`src/rtl/cks_pkg.sv`:
```
// Shared constants, types and the cone profile function for the heat-map splat core.
// No dependencies; imported by every module of the block except cks_ram.
`default_nettype none

package cks_pkg;

   localparam int IMG_WIDTH  = 256;
   localparam int IMG_HEIGHT = 256;
   localparam int RADIUS     = 10;

   localparam int KSIDE  = 2 * RADIUS + 1;
   localparam int NPIX   = IMG_WIDTH * IMG_HEIGHT;
   localparam int ADDR_W = $clog2(NPIX);
   localparam int COL_W  = (IMG_WIDTH > 1) ? $clog2(IMG_WIDTH) : 1;
   localparam int ROW_W  = (IMG_HEIGHT > 1) ? $clog2(IMG_HEIGHT) : 1;
   localparam int KC_W   = $clog2(KSIDE);
   localparam int WGT_W  = $clog2(RADIUS + 1);
   localparam int DIM_W  = $clog2(((IMG_WIDTH > IMG_HEIGHT) ? IMG_WIDTH : IMG_HEIGHT) + 512);
   localparam int CNT_W  = 32;

   localparam int CSR_IDX_W  = 3;
   localparam int CSR_DATA_W = 32;

   typedef enum logic [CSR_IDX_W-1:0] {
      CSR_ORIGIN_X    = 3'd0,
      CSR_ORIGIN_Y    = 3'd1,
      CSR_SCALE_X     = 3'd2,
      CSR_SCALE_Y     = 3'd3,
      CSR_WIDTH_USED  = 3'd4,
      CSR_HEIGHT_USED = 3'd5
   } csr_idx_type;

   typedef enum logic {
      OP_SPLAT = 1'b0,
      OP_READ  = 1'b1
   } op_type;

   typedef enum logic [3:0] {
      ST_CLEAR,
      ST_IDLE,
      ST_MAP_X,
      ST_MAP_Y,
      ST_MAP_FIN,
      ST_CELLS,
      ST_DRAIN,
      ST_RD_ISSUE,
      ST_RD_DATA
   } state_type;

   typedef struct packed {
      logic clr_en;
      logic capture;
      logic map_x;
      logic map_y;
      logic map_fin;
      logic cell_run;
      logic rd_issue;
      logic rsp_load;
   } cmd_type;

   typedef struct packed {
      logic clr_last;
      logic cell_last;
      logic out_free;
   } status_type;

   // weight = max(0, RADIUS - floor(sqrt(dx^2 + dy^2))) for kernel cell (kx, ky)
   function automatic logic [WGT_W-1:0] cone_weight(input logic [KC_W-1:0] kx,
                                                    input logic [KC_W-1:0] ky);
      int ax;
      int ay;
      int n;
      int s;
      ax = int'(kx) - RADIUS;
      ay = int'(ky) - RADIUS;
      if (ax < 0) ax = -ax;
      if (ay < 0) ay = -ay;
      n = ax * ax + ay * ay;
      s = 0;
      for (int r = 1; r <= 2 * RADIUS; r++) begin
         if (r * r <= n) s = r;
      end
      if (s >= RADIUS) return '0;
      return WGT_W'(RADIUS - s);
   endfunction

endpackage

`default_nettype wire

```
`src/rtl/cks_ctrl.sv`:
```
// Controller state machine for the heat-map splat core.
// Depends on cks_pkg; drives cmd_type commands into cks_dp and reads status_type back.
`default_nettype none

module cks_ctrl import cks_pkg::*; (
   input  logic       clock,
   input  logic       reset,
   input  logic       req_valid,
   input  logic       req_opcode,
   output logic       req_ready,
   input  status_type status,
   output cmd_type    cmd
);

   state_type state_ff;
   state_type state_in;

   always_ff @(posedge clock) begin
      if (reset) begin
         state_ff <= ST_CLEAR;
      end else begin
         state_ff <= state_in;
      end
   end

   always_comb begin
      state_in = state_ff;
      case (state_ff)
         ST_CLEAR: begin
            if (status.clr_last) state_in = ST_IDLE;
         end
         ST_IDLE: begin
            if (req_valid) begin
               state_in = (op_type'(req_opcode) == OP_READ) ? ST_RD_ISSUE : ST_MAP_X;
            end
         end
         ST_MAP_X:    state_in = ST_MAP_Y;
         ST_MAP_Y:    state_in = ST_MAP_FIN;
         ST_MAP_FIN:  state_in = ST_CELLS;
         ST_CELLS: begin
            if (status.cell_last) state_in = ST_DRAIN;
         end
         ST_DRAIN:    state_in = ST_IDLE;
         ST_RD_ISSUE: state_in = ST_RD_DATA;
         ST_RD_DATA: begin
            if (status.out_free) state_in = ST_IDLE;
         end
         default:     state_in = ST_IDLE;
      endcase
   end

   always_comb begin
      cmd       = '0;
      req_ready = 1'b0;
      case (state_ff)
         ST_CLEAR:    cmd.clr_en = 1'b1;
         ST_IDLE: begin
            req_ready   = 1'b1;
            cmd.capture = req_valid;
         end
         ST_MAP_X:    cmd.map_x = 1'b1;
         ST_MAP_Y:    cmd.map_y = 1'b1;
         ST_MAP_FIN:  cmd.map_fin = 1'b1;
         ST_CELLS:    cmd.cell_run = 1'b1;
         ST_DRAIN:    ;
         ST_RD_ISSUE: cmd.rd_issue = 1'b1;
         ST_RD_DATA:  cmd.rsp_load = status.out_free;
         default:     ;
      endcase
   end

endmodule

`default_nettype wire

```
`config.mk`:
```
export PLATFORM = sky130hd
export DESIGN_NAME = cks_ctrl
export DESIGN_NICKNAME = d
export VERILOG_FILES = /design/src/rtl/cks_pkg.sv /design/src/rtl/cks_ctrl.sv
export SDC_FILE = /design/constraint.sdc
export NUM_CORES = 1
export LEC_CHECK = 0
export ABC_CLOCK_PERIOD_IN_PS = 2500
export BUFFER_PORTS_ARGS = -buffer_cell sky130_fd_sc_hd__buf_2
export CAP_MARGIN = 20
export CORE_AREA = 4 4 41 43
export DETAILED_ROUTE_END_ITERATION = 8
export DIE_AREA = 0 0 45 47
export PLACE_DENSITY_LB_ADDON = 0.05
export SLEW_MARGIN = 20
export SYNTH_ARGS = -nofsm -noshare
export SYNTH_HDL_FRONTEND = slang
export SYNTH_SLANG_ARGS = --single-unit
```
`constraint.sdc`:
```
create_clock -name clock -period 2.5 [get_ports clock]
set_input_delay 0.25 -clock clock [delete_from_list [all_inputs] [get_ports clock]]
set_output_delay 0.25 -clock clock [all_outputs]
set_load 0.1 [all_outputs]
```
==> metrics.txt <==
status finished clean; Yosys warnings 0; CORE AREA between 0.001 and 0.0015 mm²; port bufs 15; PwrDens 710 mW/mm²; CP max FO 13; register name with the most flops state_ff; max cap viols 0; Final min period between 1.5 and 2 ns; Resized Gates After CTS 0; Util after Layout 0.323; slew at the pin with the worst max-slew slack 0.489 ns; number of distinct library cells after synthesis 23; worst hold stages 2; Worst path slowest cell dfxtp_1; Leak roughly 0.20 nW; Rows 13; Worst Setup SP state_ff[1]$_SDFFE_PP0P_; WS Path Type flip-flop to output pin; Seq/Total Area, Yosys 0.248; TNS Setup 0 ns; slew margin rel. 0.676; die area approximately 0.0021 mm²; sequence of cells on the critical path nor3_1 > and3_1 > buf_2; register bit count reported by yosys 4; unrepaired setup endpoints after global routing false; CTS Sinks 4; FF-to-FF path depth 3; layout cells sized above 1 0.404; Clock Skews approximately 0.00081 ns; Fmax about 550 MHz; fin nets 66; ant diodes 0; WL/cell 11.5 µm; Hold-fix buffers, CTS 0; max reg flops 4; Root Driver clkbuf_4; TritonCTS Buffers 3; period utilization 0.733; endpoint class of the critical path output pin; CP max stage delay 0.42 ns; H-tree levels 1; Max VDD drop approximately 0.00044 V; startpoint types flip-flop; Via density between 4 and 5; initial drt markers 6; post-synthesis average cell area 7.51 µm²; largest net degree at the start of global routing 14; TritonRoute pass-1 iters 6; Die Y around 47 µm; initial antenna violation count 0; worst min path class input port to flip-flop; CTS Buffer Depth 2; initial core utilization 0.248; Final Hold Viols 0; Tot GR Track Use 0.0970; CTS tree done; Post-Syn Nets 50; Worst R2R Setup Slack about 1.2 ns; crit path DAT ~1.6 ns; R2R Path Start state_ff[1]$_SDFFE_PP0P_; number of routed nets with antenna violations 0; Placement Setup Slack ~0.9 ns; Cell Area, Synth approximately 320 µm²; synthesized instance count 43; CP required about 2.3 ns; vias 349; setup violators final 0; Total Wirelength about 830 µm; GPL Wtd Cong around 0.70; area grow syn2layout 30.2%; crit path capture cmd[0]; final worst slack about 0.67 ns; Die X approximately 45 µm; postcts setup bufs 0; vias in the first global route 344; Remaining Overflow, GRT 0; DRC viols 0; RR Endpoint state_ff[2]$_SDFFE_PP0P_; number of fillers in the final layout between 150 and 200; Top Ports 16; Worst-Skew Late Latency between 0.2 and 0.25 ns; first-pass GRT wire length approximately 1.4 mm; biggest regs state_ff: 4 flops; clock-pin slew on the worst setup and hold paths approximately 0.040 ns; overall power about 300 µW; max-slew violations 0
-- Yosys cell counts, drive strengths merged --
cell | n | share of area
nor2 | 7 | 0.081
buf | 4 | 0.11
dfxtp | 4 | 0.25
nor3 | 4 | 0.062
a21oi | 3 | 0.046
and3 | 3 | 0.058
nand2 | 2 | 0.023
nand2b | 2 | 0.039
or2b | 2 | 0.046
a211oi | 1 | 0.039
a221oi | 1 | 0.027
inv | 1 | 0.012
mux2 | 1 | 0.035
mux2i | 1 | 0.031
nand3 | 1 | 0.015
nor2b | 1 | 0.019
nor3b | 1 | 0.023
nor4 | 1 | 0.019
o21ai | 1 | 0.015
o31ai | 1 | 0.023
or3b | 1 | 0.027
-- worst min path at each step --
| stage | from | endpoint | slack, ns |
|---|---|---|---|
| detailed placement | reset | state_ff[2]$_SDFFE_PP0P_ | 0.48 |
| finish | reset | state_ff[2]$_SDFFE_PP0P_ | 0.24 |
| CTS | reset | state_ff[2]$_SDFFE_PP0P_ | 0.23 |
| global route | reset | state_ff[2]$_SDFFE_PP0P_ | 0.24 |
| floorplan | reset | state_ff[2]$_SDFFE_PP0P_ | 0.31 |
| global placement | reset | state_ff[2]$_SDFFE_PP0P_ | 0.48 |
-- where the power goes --
part / leakage (nW) / internal [mW] / switching (mW)
registers: 0.0328 / 0.0692 / 0.0153
logic: 0.155 / 0.0311 / 0.103
clock network: 0.0138 / 0.0537 / 0.0259
total: 0.202 / 0.154 / 0.145
-- placed cells by master (no fill, tap or decap) --
master	Yosys	layout
a211oi_2	1	1
a21oi_1	3	3
a221oi_1	1	1
and3_1	3	3
buf_2	1	15
clkbuf_4	0	3
dfxtp_1	4	4
inv_1	1	1
mux2_2	1	1
mux2i_1	1	1
nand2_1	2	2
nand2b_1	2	2
nand3_1	1	1
nor2_1	7	7
nor2b_1	1	1
nor3_1	4	2
nor3_2	0	2
nor3b_1	1	1
nor4_2	0	1
o21ai_0	1	1
o31ai_1	1	1
or2b_1	2	2
or3b_1	1	1
-- per-stage QoR --
| step | cell area (µm²) | instances | hold slack (ns) |
|---|---|---|---|
| after floorplan | 339 | 43 | 0.315 |
| after global placement | 398 | 69 | 0.484 |
| after detailed placement | 398 | 69 | 0.485 |
| after CTS | 420 | 72 | 0.234 |
| after global routing | 420 | 72 | 0.240 |
| final | 420 | 72 | 0.238 |
-- layer usage --
layer	wire length, µm	track usage	vias to the layer above	share of wire
met5	0	0	-	0
met4	0	0.0351	0	0
met3	69	0.0613	0	0.083
met2	359	0.138	14	0.43
met1	398	0.118	154	0.48
li1	-	-	181	-
-- final cells by class --
type                            instances  area, µm²  share of cell area
Inverter                                1       3.75             0.00893
Multi-Input combinational cell         34        220               0.524
Sequential cell                         4       80.1               0.190
Tap cell                               15       18.8              0.0446
Clock buffer                            3       22.5              0.0536
Timing Repair Buffer                   15       75.1               0.179
-- critical path, delay by kind of cell, from the launching register on --
kind / cells / cell delay (ns)
simple gates: 2 / 0.50
buf+inv: 1 / 0.42
flops: 1 / 0.42
-- kinds of logic after synthesis --
logic type      synth area share
compound gates             0.151
simple gates               0.415
buf+inv                    0.120
mux                       0.0659
flops                      0.248
Note: power is estimated with default switching activity, not from simulation.
